`src/hw/rtl/pib_pkg.sv`:
```
// Package for project_into_bounds: types, constants and saturating helpers.
package pib_pkg;

  localparam int unsigned QW  = 32;   // Q16.16 word width
  localparam int unsigned KW  = 17;   // configuration register width
  localparam int unsigned PW  = 31;   // saturated non-negative product width
  localparam int unsigned FRAC = 16;

  localparam logic [QW-1:0] Q_ONE    = 32'h0001_0000;
  localparam logic [QW-1:0] Q_MARGIN = 32'h0000_0001;
  localparam logic [KW-1:0] PUSH_FACTOR_RESET  = 17'd655;
  localparam logic [KW-1:0] GAP_FRACTION_RESET = 17'd655;

  typedef enum logic [1:0] {
    REG_PUSH_FACTOR  = 2'd0,
    REG_GAP_FRACTION = 2'd1
  } cfg_reg_t;

  // One element as captured from the input stream.
  typedef struct packed {
    logic signed [QW-1:0] value;
    logic signed [QW-1:0] lower;
    logic signed [QW-1:0] upper;
    logic                 has_lower;
    logic                 has_upper;
    logic                 last;
  } in_item_t;

  // Element plus the scaled pushes and the gap cap.
  typedef struct packed {
    in_item_t        item;
    logic            inverted;
    logic [PW-1:0]   push_lo;
    logic [PW-1:0]   push_up;
    logic [PW-1:0]   cap_raw;
  } mid_item_t;

  // Finished result.
  typedef struct packed {
    logic signed [QW-1:0] value;
    logic                 bounds_inverted;
    logic                 vector_ok;
    logic                 last;
  } out_item_t;

  function automatic logic signed [QW-1:0] add_sat(input logic signed [QW-1:0] a,
                                                   input logic signed [QW-1:0] b);
    logic signed [QW:0] s;
    s = {a[QW-1], a} + {b[QW-1], b};
    if (s[QW] != s[QW-1]) begin
      return s[QW] ? {1'b1, {(QW-1){1'b0}}} : {1'b0, {(QW-1){1'b1}}};
    end
    return s[QW-1:0];
  endfunction

  function automatic logic signed [QW-1:0] sub_sat(input logic signed [QW-1:0] a,
                                                   input logic signed [QW-1:0] b);
    logic signed [QW:0] s;
    s = {a[QW-1], a} - {b[QW-1], b};
    if (s[QW] != s[QW-1]) begin
      return s[QW] ? {1'b1, {(QW-1){1'b0}}} : {1'b0, {(QW-1){1'b1}}};
    end
    return s[QW-1:0];
  endfunction

  // (k * m) >> 16, saturated to the non-negative 31-bit range.
  function automatic logic [PW-1:0] qmul_sat(input logic [KW-1:0] k,
                                             input logic [QW-1:0] m);
    logic [KW+QW-1:0] p;
    logic [KW+QW-FRAC-1:0] sh;
    p  = (KW+QW)'(k) * (KW+QW)'(m);
    sh = p[KW+QW-1:FRAC];
    if (|sh[KW+QW-FRAC-1:PW]) begin
      return {PW{1'b1}};
    end
    return sh[PW-1:0];
  endfunction

endpackage

```
`src/hw/rtl/pib_push_calc.sv`:
```
// Scaled bound pushes, gap cap and inverted-bounds test for one element.
module pib_push_calc (
  input  pib_pkg::in_item_t          item,
  input  logic [pib_pkg::KW-1:0]     push_factor,
  input  logic [pib_pkg::KW-1:0]     gap_fraction,
  output pib_pkg::mid_item_t         mid
);
  import pib_pkg::*;

  logic [QW-1:0] lo_abs;
  logic [QW-1:0] up_abs;
  logic [QW-1:0] lo_mag;
  logic [QW-1:0] up_mag;
  logic [QW:0]   gap;

  always_comb begin
    lo_abs = item.lower[QW-1] ? (~item.lower + 1'b1) : item.lower;
    up_abs = item.upper[QW-1] ? (~item.upper + 1'b1) : item.upper;
    // The magnitude behind each push never shrinks below one unit of the bound scale.
    lo_mag = (lo_abs < Q_ONE) ? Q_ONE : lo_abs;
    up_mag = (up_abs < Q_ONE) ? Q_ONE : up_abs;
    gap    = {item.upper[QW-1], item.upper} - {item.lower[QW-1], item.lower};

    mid.item     = item;
    mid.inverted = gap[QW];
    mid.push_lo  = qmul_sat(push_factor, lo_mag);
    mid.push_up  = qmul_sat(push_factor, up_mag);
    mid.cap_raw  = qmul_sat(gap_fraction, gap[QW-1:0]);
  end

endmodule

```
`config.mk`:
```
export PLATFORM = sky130hd
export DESIGN_NAME = pib_push_calc
export DESIGN_NICKNAME = d
export VERILOG_FILES = /design/src/hw/rtl/pib_pkg.sv /design/src/hw/rtl/pib_push_calc.sv
export SDC_FILE = /design/constraint.sdc
export NUM_CORES = 2
export LEC_CHECK = 0
export ABC_AREA = 1
export BUFFER_PORTS_ARGS = -buffer_cell sky130_fd_sc_hd__buf_2
export CAP_MARGIN = 20
export CELL_PAD_IN_SITES_DETAIL_PLACEMENT = 0
export CELL_PAD_IN_SITES_GLOBAL_PLACEMENT = 2
export CORE_UTILIZATION = 38
export DETAILED_ROUTE_END_ITERATION = 16
export PLACE_DENSITY = 0.87
export SYNTH_ARGS = -nofsm -noshare
export SYNTH_HDL_FRONTEND = slang
export SYNTH_SLANG_ARGS = --single-unit
export TNS_END_PERCENT = 5
```
`constraint.sdc`:
```
create_clock -name vclk -period 13.79
set_input_delay 2.0685 -clock vclk [all_inputs]
set_output_delay 2.0685 -clock vclk [all_outputs]
set_load 0.02 [all_outputs]
```
# After elaboration in Yosys (flattened, before gate mapping)
# Index checks and enable logic that the tools add are counted.
dict set report totals {
  reg_bits 0
  out_inout_bits 193
  elab_cells 26
  inputBits 133
}
dict set report classes {
  order_cmp 2
  reduce_logical 3
  bitwise_logic 2
  muxes 13
  add_sub_neg 3
  multipliers 3
}
# cell count
set ops {}
lappend ops {{$mux W31} 6}
lappend ops {{$mul A17 B32 Y49} 3}
lappend ops {{$mux W32} 4}
lappend ops {{$add A32 B1 Y32 const B} 2}
lappend ops {{$lt A32 B17 Y1 const B} 2}
lappend ops {{$not A32 Y32} 2}
lappend ops {{$sub A32 B32 Y33} 1}
lappend ops {{$reduce_or A2 Y1} 3}
lappend ops {{$mux W1} 3}

# Depth between registers and ports, before layout
dict set report logic_depth {
  word_depth 9
  ltp_mapped 46
  mapped_depth_nobuf 44
}

# Worst setup path before layout
# No wires, ideal clock.
dict set report synth_timing {
  path_kind {input to output}
  from {input port item[3] in the netlist's numbering}
  to {output port mid[0] in the netlist's numbering}
  n_path_buf 3
  t_arrival_ns 9.235
  setup_slack_ns 2.486
  cell_stages 39
  required_ns 11.721
  cell_sequence {buf_6 inv_1 ha_1 inv_1 fa_1 nand2_1 nand2_1 o21ai_0 o21ai_1 a21boi_0 o21ai_0 a21oi_1 inv_1 nand2_1 nand2_1 inv_1 buf_2 nand2_1 [3 not listed] inv_1 fa_1 fa_1 fa_1 inv_1 fa_1 ha_1 a21oi_1 o21ai_0 a21oi_1 o21ai_0 a21oi_1 nand2_1 nand2_1 nand2_1 nor2_1 clkbuf_1 nand2_1}
}
# item line_no
set synth_rtl {}
lappend synth_rtl {{start: declaration} pib_push_calc.sv:3} ;# input pib_pkg::in_item_t item,
lappend synth_rtl {{end: declaration} pib_push_calc.sv:6} ;# output pib_pkg::mid_item_t mid

==> metrics <==
outcome=finished, final reports clean; Iter 0 DRT Violations=between 3000 and 4000; core footprint=151700 um^2; Syn Area/Cell=7.383 um^2; most instantiated cells after synthesis=inv_1 (1997), nand2_1 (1727), fa_1 (1342); Worst Tran Pin Value=1.073 ns; Remaining Overflow, GRT=0; Final Hold Viols=0; share of cells above drive strength 1=0.06725; cell mode on critical path=nand2_1; clock buffer count in the final layout=0; Final Max Tran Viols=0; DIE HEIGHT=between 300 and 400 um; cts hold-fix bufs=0; die extent in x=392.8 um; synth warn=0; max_slew headroom=0.2845; Final min period=between 10 and 15 ns; post-synthesis sequential area ratio=0; Fillers=16290; Arr. time, crit path=10.87 ns; RD Place Congestion=around 0.93; Critical Path Sink=mid[83]; num ports=326; FMAX=77.28 MHz; Synth Area in XOR/XNOR=0.01705; Post-Synth Adder-Cell Area=0.5486; vias in the first global route=53000; Final Net Count=9696; CP max FO=31; CP startpoint kind=primary input; largest net degree at the start of global routing=60; Final Cycle Share=0.9383; first-pass GRT wire length=approximately 320 mm; largest cells by area after synthesis=fa_1 (46%), inv_1 (13%), nand2_1 (11%); Crit Path Category=primary input to primary output; drt drc=0; Hold Crit Class=primary input to primary output; Synth Area in Simple Gates=0.2221; Routed Antenna Nets=0; port buffer count=between 200 and 300; initial antenna violation count=7; Seq. cell area=0 um^2; CP endpoint kind=primary output; Std-Cell Rows=~140; Final setup viols=0; wire length per cell=21.39 um; Critical Path Start=item[36]; DRT Pass-1 Iters=6; max cap viols=0; Vias/cell=5.100; Yosys cell types=46; initial core utilization=0.3825; mux cell area share after synthesis=0; CP max-delay cell=inv_1; via count=50260; largest area contributor in the netlist=fa_1; dpl hpwl=178.3 mm; count leader, synth=inv_1; Cells after Synth=7860; largest family of logic cells by synthesized area=adder cells; synthesized cell area=58030 um^2; area delta synth->final=4.457%; required time of the worst setup path=11.72 ns; Post-Route WL=210.8 mm; Yosys top cell area share=0.4630; seq_cells=0; Hold Path Stages=0; Die ar.=154300 um^2; Syn Nets=9732; RSZ-0062 raised after global routing=false; worst stage delay on the critical path=about 0.56 ns; setup TNS=0 ns; Synth Area in Compound Gates=0.04765; gr usage total=0.2787
## what timing repair did
| action | in CTS | in global routing |
|---|---|---|
| setup buffers | 0 | 7 |
| setup endpoints to repair | 0 | 31 |
| resized for setup | 0 | 2 |
## placed cells by master (no fill, tap or decap), drive strengths merged
cell type	count
inv	2020
nand2	1785
fa	1342
nor2	900
ha	397
buf	346
nand3	298
a21oi	195
o21ai	147
xor2	71
xnor2	42
or2	34
nor3	34
a21o	31
nand4	31
o21a	30
a31oi	29
o21bai	27
nor4	19
a21boi	8
nand3b	8
clkinv	6
a211oi	6
and3	6
o211ai	5
diode	2
o221ai	2
o311ai	2
o31ai	1
## per-stage QoR
stage	instance area (um^2)	utilization	hold slack [ns]	cells	worst slack, ns
global placement	60550	0.3991	4.137	9845	0.5404
floorplan	58030	-	4.250	7860	2.486
CTS	60550	0.3991	4.137	9845	0.4850
global route	60610	0.3995	4.137	9852	0.2445
detailed placement	60550	0.3991	4.137	9845	0.4945
finish	60620	0.3995	4.137	9854	0.8508
## how the worst min path moves through the flow
stage | startpoint | endpoint | slack, ns
finish | item[77] | mid[171] | 4.14
global route | item[77] | mid[171] | 4.14
CTS | item[78] | mid[172] | 4.14
detailed placement | item[78] | mid[172] | 4.14
global placement | item[78] | mid[172] | 4.14
floorplan | item[6] | mid[100] | 4.25
## layer usage
metal / share of wire / up-vias / track usage / wire [um]
met2: 0.45 / 1948 / 0.4480 / 94380
li1: - / 22580 / - / -
met3: 0.085 / 279 / 0.05015 / 17890
met4: 0.027 / 4 / 0.06424 / 5654
met5: 0.00010 / - / 0 / 22
met1: 0.44 / 25450 / 0.3881 / 92830
## critical path, delay by kind of cell
kind	cells	cell delay [ns]
adder cells (fa/ha/maj)	8	3.74
AND/OR/NAND/NOR	22	3.42
buffers and inverters	9	1.59
## cells by family (layout without fill, tap and decap cells)
kind of cell	Yosys count	count (layout)
simple gates	3115	3115
other cells	0	2
buf+inv	2410	2372
fa+ha+maj	1739	1739
xor+xnor	113	113
compound gates	483	483
## area by class of cell
type | count | area [um^2] | area share
Multi-Input combinational cell | 5450 | 48500 | 0.8001
Antenna cell | 2 | 5.005 | 0.00008256
Timing Repair Buffer | 346 | 1969 | 0.03249
Tap cell | 2030 | 2540 | 0.04190
Inverter | 2026 | 7605 | 0.1255
