File: src/hw/rtl/pib_pkg.sv
// Package for project_into_bounds: types, constants and saturating helpers.
package pib_pkg;

  localparam int unsigned QW  = 32;   // Q16.16 word width
  localparam int unsigned KW  = 17;   // configuration register width
  localparam int unsigned PW  = 31;   // saturated non-negative product width
  localparam int unsigned FRAC = 16;

  localparam logic [QW-1:0] Q_ONE    = 32'h0001_0000;
  localparam logic [QW-1:0] Q_MARGIN = 32'h0000_0001;
  localparam logic [KW-1:0] PUSH_FACTOR_RESET  = 17'd655;
  localparam logic [KW-1:0] GAP_FRACTION_RESET = 17'd655;

  typedef enum logic [1:0] {
    REG_PUSH_FACTOR  = 2'd0,
    REG_GAP_FRACTION = 2'd1
  } cfg_reg_t;

  // One element as captured from the input stream.
  typedef struct packed {
    logic signed [QW-1:0] value;
    logic signed [QW-1:0] lower;
    logic signed [QW-1:0] upper;
    logic                 has_lower;
    logic                 has_upper;
    logic                 last;
  } in_item_t;

  // Element plus the scaled pushes and the gap cap.
  typedef struct packed {
    in_item_t        item;
    logic            inverted;
    logic [PW-1:0]   push_lo;
    logic [PW-1:0]   push_up;
    logic [PW-1:0]   cap_raw;
  } mid_item_t;

  // Finished result.
  typedef struct packed {
    logic signed [QW-1:0] value;
    logic                 bounds_inverted;
    logic                 vector_ok;
    logic                 last;
  } out_item_t;

  function automatic logic signed [QW-1:0] add_sat(input logic signed [QW-1:0] a,
                                                   input logic signed [QW-1:0] b);
    logic signed [QW:0] s;
    s = {a[QW-1], a} + {b[QW-1], b};
    if (s[QW] != s[QW-1]) begin
      return s[QW] ? {1'b1, {(QW-1){1'b0}}} : {1'b0, {(QW-1){1'b1}}};
    end
    return s[QW-1:0];
  endfunction

  function automatic logic signed [QW-1:0] sub_sat(input logic signed [QW-1:0] a,
                                                   input logic signed [QW-1:0] b);
    logic signed [QW:0] s;
    s = {a[QW-1], a} - {b[QW-1], b};
    if (s[QW] != s[QW-1]) begin
      return s[QW] ? {1'b1, {(QW-1){1'b0}}} : {1'b0, {(QW-1){1'b1}}};
    end
    return s[QW-1:0];
  endfunction

  // (k * m) >> 16, saturated to the non-negative 31-bit range.
  function automatic logic [PW-1:0] qmul_sat(input logic [KW-1:0] k,
                                             input logic [QW-1:0] m);
    logic [KW+QW-1:0] p;
    logic [KW+QW-FRAC-1:0] sh;
    p  = (KW+QW)'(k) * (KW+QW)'(m);
    sh = p[KW+QW-1:FRAC];
    if (|sh[KW+QW-FRAC-1:PW]) begin
      return {PW{1'b1}};
    end
    return sh[PW-1:0];
  endfunction

endpackage

File: src/hw/rtl/pib_select.sv
// Target selection, clamping and vector failure bookkeeping for one element.
module pib_select (
  input  pib_pkg::mid_item_t  mid,
  input  logic                failed,
  output pib_pkg::out_item_t  res,
  output logic                failed_next
);
  import pib_pkg::*;

  logic signed [QW-1:0] cap;
  logic signed [QW-1:0] pl;
  logic signed [QW-1:0] pu;
  logic signed [QW-1:0] plc;
  logic signed [QW-1:0] puc;
  logic signed [QW-1:0] t_lo;
  logic signed [QW-1:0] t_up;
  logic signed [QW-1:0] t_lo1;
  logic signed [QW-1:0] t_up1;
  logic signed [QW-1:0] x;
  logic                 both;
  logic                 fail_now;

  always_comb begin
    pl    = {1'b0, mid.push_lo};
    pu    = {1'b0, mid.push_up};
    cap   = $signed({1'b0, mid.cap_raw}) - $signed(Q_MARGIN);
    plc   = (pl > cap) ? cap : pl;
    puc   = (pu > cap) ? cap : pu;
    t_lo  = add_sat(mid.item.lower, plc);
    t_up  = sub_sat(mid.item.upper, puc);
    t_lo1 = sub_sat(add_sat(mid.item.lower, pl), Q_MARGIN);
    t_up1 = sub_sat(sub_sat(mid.item.upper, pu), Q_MARGIN);
    both  = mid.item.has_lower & mid.item.has_upper;
    fail_now = failed | (both & mid.inverted);

    x = mid.item.value;
    if (!fail_now) begin
      priority if (both) begin
        if (x < t_lo) begin
          x = t_lo;
        end else if (x > t_up) begin
          x = t_up;
        end
      end else if (mid.item.has_lower) begin
        if (x < t_lo1) x = t_lo1;
      end else if (mid.item.has_upper) begin
        if (x > t_up1) x = t_up1;
      end else begin
        // Free elements pass through unchanged.
        x = mid.item.value;
      end
    end

    res.value           = x;
    res.bounds_inverted = fail_now;
    res.vector_ok       = mid.item.last & ~fail_now;
    res.last            = mid.item.last;
    failed_next         = mid.item.last ? 1'b0 : fail_now;
  end

endmodule

File: config.mk
export PLATFORM = sky130hd
export DESIGN_NAME = pib_select
export DESIGN_NICKNAME = d
export VERILOG_FILES = /design/src/hw/rtl/pib_pkg.sv /design/src/hw/rtl/pib_select.sv
export SDC_FILE = /design/constraint.sdc
export NUM_CORES = 1
export LEC_CHECK = 0
export ABC_AREA = 1
export BUFFER_PORTS_ARGS = -buffer_cell sky130_fd_sc_hd__buf_2
export CORE_MARGIN = 2
export CORE_UTILIZATION = 55
export DETAILED_ROUTE_END_ITERATION = 10
export MAX_ROUTING_LAYER = met4
export PLACE_DENSITY = 0.77
export SLEW_MARGIN = 20
export SYNTH_ARGS = -nofsm -noshare
export SYNTH_HDL_FRONTEND = slang
export SYNTH_SLANG_ARGS = --single-unit
File: constraint.sdc
create_clock -name vclk -period 22.7
set_clock_uncertainty 0.15 [all_clocks]
set_input_delay 1.135 -clock vclk [all_inputs]
set_output_delay 1.135 -clock vclk [all_outputs]
set_load 0.005 [all_outputs]
# == Word-level counts from Yosys, hierarchy flattened ==
# Cells that the tools add are included.
# totals
word_cells,59
regBits,0
output_inout_bits,36
input_bits,194
# classes
n_eq_ne,6
n_lt_le_gt_ge,6
bitwise_logic,5
n_addsub,7
mux,35
# ops
op,n
two-way mux 32 bit,28
> comparator 32 bit,4
adder 32 x 32 -> 33 bit,2
"subtractor 32 x 2 -> 33 bit, second input constant",2
subtractor 32 x 32 -> 33 bit,2
less-than comparator 32 bit,2
"subtractor 31 x 1 -> 32 bit, second input constant",1
two-way mux 1 bit,7
inequality test 1 bit,6
AND 1 bit,3
inverter 1 bit,1
OR 1 bit,1

# == Longest topological paths before layout ==
# depth
ltp_word,14
mapped_depth,73
mapped_depth_nobuf,71

# == Least setup slack after synthesis ==
# Ideal clock, no wire load.
# synth_timing
kind,input-to-output
startpoint,input port mid[0] (netlist bit)
endpoint,output port res[17] (netlist bit)
required_time_ps,21415
t_arrival_ps,9746
cell_stages,61
path_slack_ps,11669
path_buffers,3
cell_sequence,inv_1 -> ha_1 -> nand2_1 -> nor2_2 -> nand2_1 -> nor4_1 -> nand4_1 -> nor3_1 -> nand3_1 -> nor2_1 -> nand3b_1 -> nor3_1 -> nand2_1 -> nor3_1 -> xnor2_1 -> ha_1 -> nand2_1 -> nor2_1 -> [... 25 more ...] -> inv_1 -> ha_1 -> clkbuf_1 -> o31ai_1 -> inv_1 -> ha_1 -> a21oi_1 -> nor2_1 -> a2111oi_0 -> nand2_1 -> nand2_1 -> nand3_1 -> nand2_1 -> clkbuf_1 -> o211ai_1 -> nand2_1 -> nand2_1 -> nand2_1
# synth_rtl
element,line,source
start: declaration,pib_select.sv:3,"input pib_pkg::mid_item_t mid,"
end: declaration,pib_select.sv:5,"output pib_pkg::out_item_t res,"

==> results.txt <==
----------------------------------------------------
[Synth]
  Cell area after synthesis ... ~0.019 mm²
  Part of the Yosys area used for sequential elements ... 0%
  Yosys Warn Count ... 0
  Most used standard cell by instance count after synthesis ... sky130_fd_sc_hd__nand2_1
  Number of cells produced by synthesis ... around 3.5k
  Net count of the mapped netlist ... 4003
  Count of unique library cells instantiated by Yosys ... 64
  Mapped Avg Cell Area ... between 5 and 6 µm²
  Top cells by instance count after synthesis ... sky130_fd_sc_hd__nand2_1, sky130_fd_sc_hd__inv_1, sky130_fd_sc_hd__a21oi_1, sky130_fd_sc_hd__nor2_1, sky130_fd_sc_hd__ha_1
  Synth top area share ... between 20% and 30%
  Largest cells by area after synthesis ... sky130_fd_sc_hd__ha_1, sky130_fd_sc_hd__nand2_1, sky130_fd_sc_hd__a21oi_1, sky130_fd_sc_hd__inv_1, sky130_fd_sc_hd__nor2_1
  Post-synth top area cell ... sky130_fd_sc_hd__ha_1

[Clock network]
  Hold-fix buffers, CTS ... 0
  # Post-CTS Setup Buffers ... 0
  Post-CTS Resized ... 0

[Global route]
  Wire length of the first global-routing pass ... 125 mm
  Number of antenna violations at the first check in global routing ... 2
  Largest net degree at the start of global routing ... 63
  Via count of the first global-routing pass ... 21.8k
  GR Overflow Total ... 0
  Total routing usage reported by global routing ... a little under half

[Worst setup path]
  Critical path's most frequent cell ... sky130_fd_sc_hd__nand2_1
  Category of the most critical setup path ... input port to output port
  Critical Path Slowest Stage Cell ... sky130_fd_sc_hd__nand3_1
  Endpoint type of the worst setup path ... output port
  Crit path max fanout ... 62
  Arrival time reported for the critical path endpoint ... 13.67 ns
  Buffers and inverters on the worst path ... 6
  Required arrival time at the worst endpoint ... 21.42 ns
  Kind of launch point of the worst setup path ... input port
  Family with the most delay on the worst path ... simple AND/OR/NAND/NOR gates
  Slowest Stage Delay on Critical Path ... just over 0.8 ns

[Final layout]
  Seq_cells ... 0
  Final design utilization ... between 60% and 70%
  # clk buffers ... 0
  Seq. cell area ... 0 µm²
  Layout net count ... 4165
  Area added between synthesis and finish ... 7.42%
  Fraction of final layout cells with drive strength greater than 1 ... 8.97%

[Timing]
  Summed negative setup slack over all endpoints ... 0 ns
  Final cycle utilization of the critical path ... between 60% and 70%
  Unrepaired setup endpoints after global routing ... false
  Least setup slack across all paths after layout ... 7.75 ns
  Pins over their slew limit ... 0
  Actual transition at the worst max-transition pin ... 1.09 ns
  Fmax ... around 67 MHz
  Setup Viol. Count Final ... 0
  WHS ... 2.32 ns
  Clock period minus final worst setup slack ... roughly 15 ns
  Max-slew headroom ... between 20 and 30%
  Number of hold-slack violations in the final timing report ... 0

[Placement]
  GPL Wtd Cong ... ~1.1
  PortBufs ... 230
  Pre-CTS WS ... a little over 8 ns
  Post-DP HPWL ... between 70 and 80 mm

[Drt]
  Pre-antenna DRT Iters ... 6
  First-iteration detailed-routing DRC count ... just over 3k
  Routed WL ... between 80 and 90 mm
  Via count ... approximately 25k
  Drt via density ... ~6
  Number of remaining DRC errors ... 0
  Remaining number of nets flagged by the antenna check after routing ... 0
  Routed wire per std cell ... 20.3 µm

[Floorplanning]
  Die H ... ~190 µm
  Top Ports ... between 200 and 250
  Die X-Extent ... approximately 190 µm
  Core footprint ... about 0.034 mm²
  Cell row count ... between 60 and 70
  Starting density of the core ... around 56%
  Die Outline Area ... ~0.036 mm²

[Min path]
  Kind of path behind the tightest hold check ... input port to output port

[Flow run]
  Max-cap check violation count ... 0

[Status]
  Run status ... complete, no violations

----------------------------------------------------
## layer usage
| metal | vias to the layer above | GRT usage, % | share of wire, % |
|---|---|---|---|
| met5 | - | - | 0 |
| met4 | 0 | 22.3 | 5.9 |
| met3 | 298 | 8.42 | 12 |
| met2 | 1578 | 68.4 | 41 |
| met1 | 10800 | 61.6 | 41 |
| li1 | 11900 | - | - |
## area by class of cell
type               count  area (µm²)
multi-input cells   2932       16500
diodes                 3        7.51
fillers             3672       13400
inverters            469        1760
repair buffers       243        1250
well taps            448         561
## layout by cell type, fill, tap and decap left out, drive strengths merged, types with 38 or more instances in the layout
cell   instances
nand4         50
xor2          66
buf          243
nor2         357
inv          463
nand2       1035
ha           321
o21ai        239
nand3        244
xnor2         38
a21oi        345
## cells by family after synthesis
group / after synthesis / share of synthesized area (%)
adders and majority gates: 325 / 21.9
buffers and inverters: 552 / 11.8
and+or+nand+nor: 1778 / 40.1
AOI/OAI and AO/OA: 725 / 21.4
xor gates and xnor gates: 104 / 4.86
## worst paths after layout
kind	from	end	slack, ns	cells past startpoint
min	mid[94]	res[0]	2.32	2
max	mid[0]	res[16]	7.75	61
## stage by stage
step | std cells | cell area (µm²)
6_report | 4095 | 20100
5_1_grt | 4094 | 20100
4_1_cts | 4092 | 20100
3_5_place_dp | 4092 | 20100
3_3_place_gp | 4092 | 20100
2_1_floorplan | 3484 | 18700
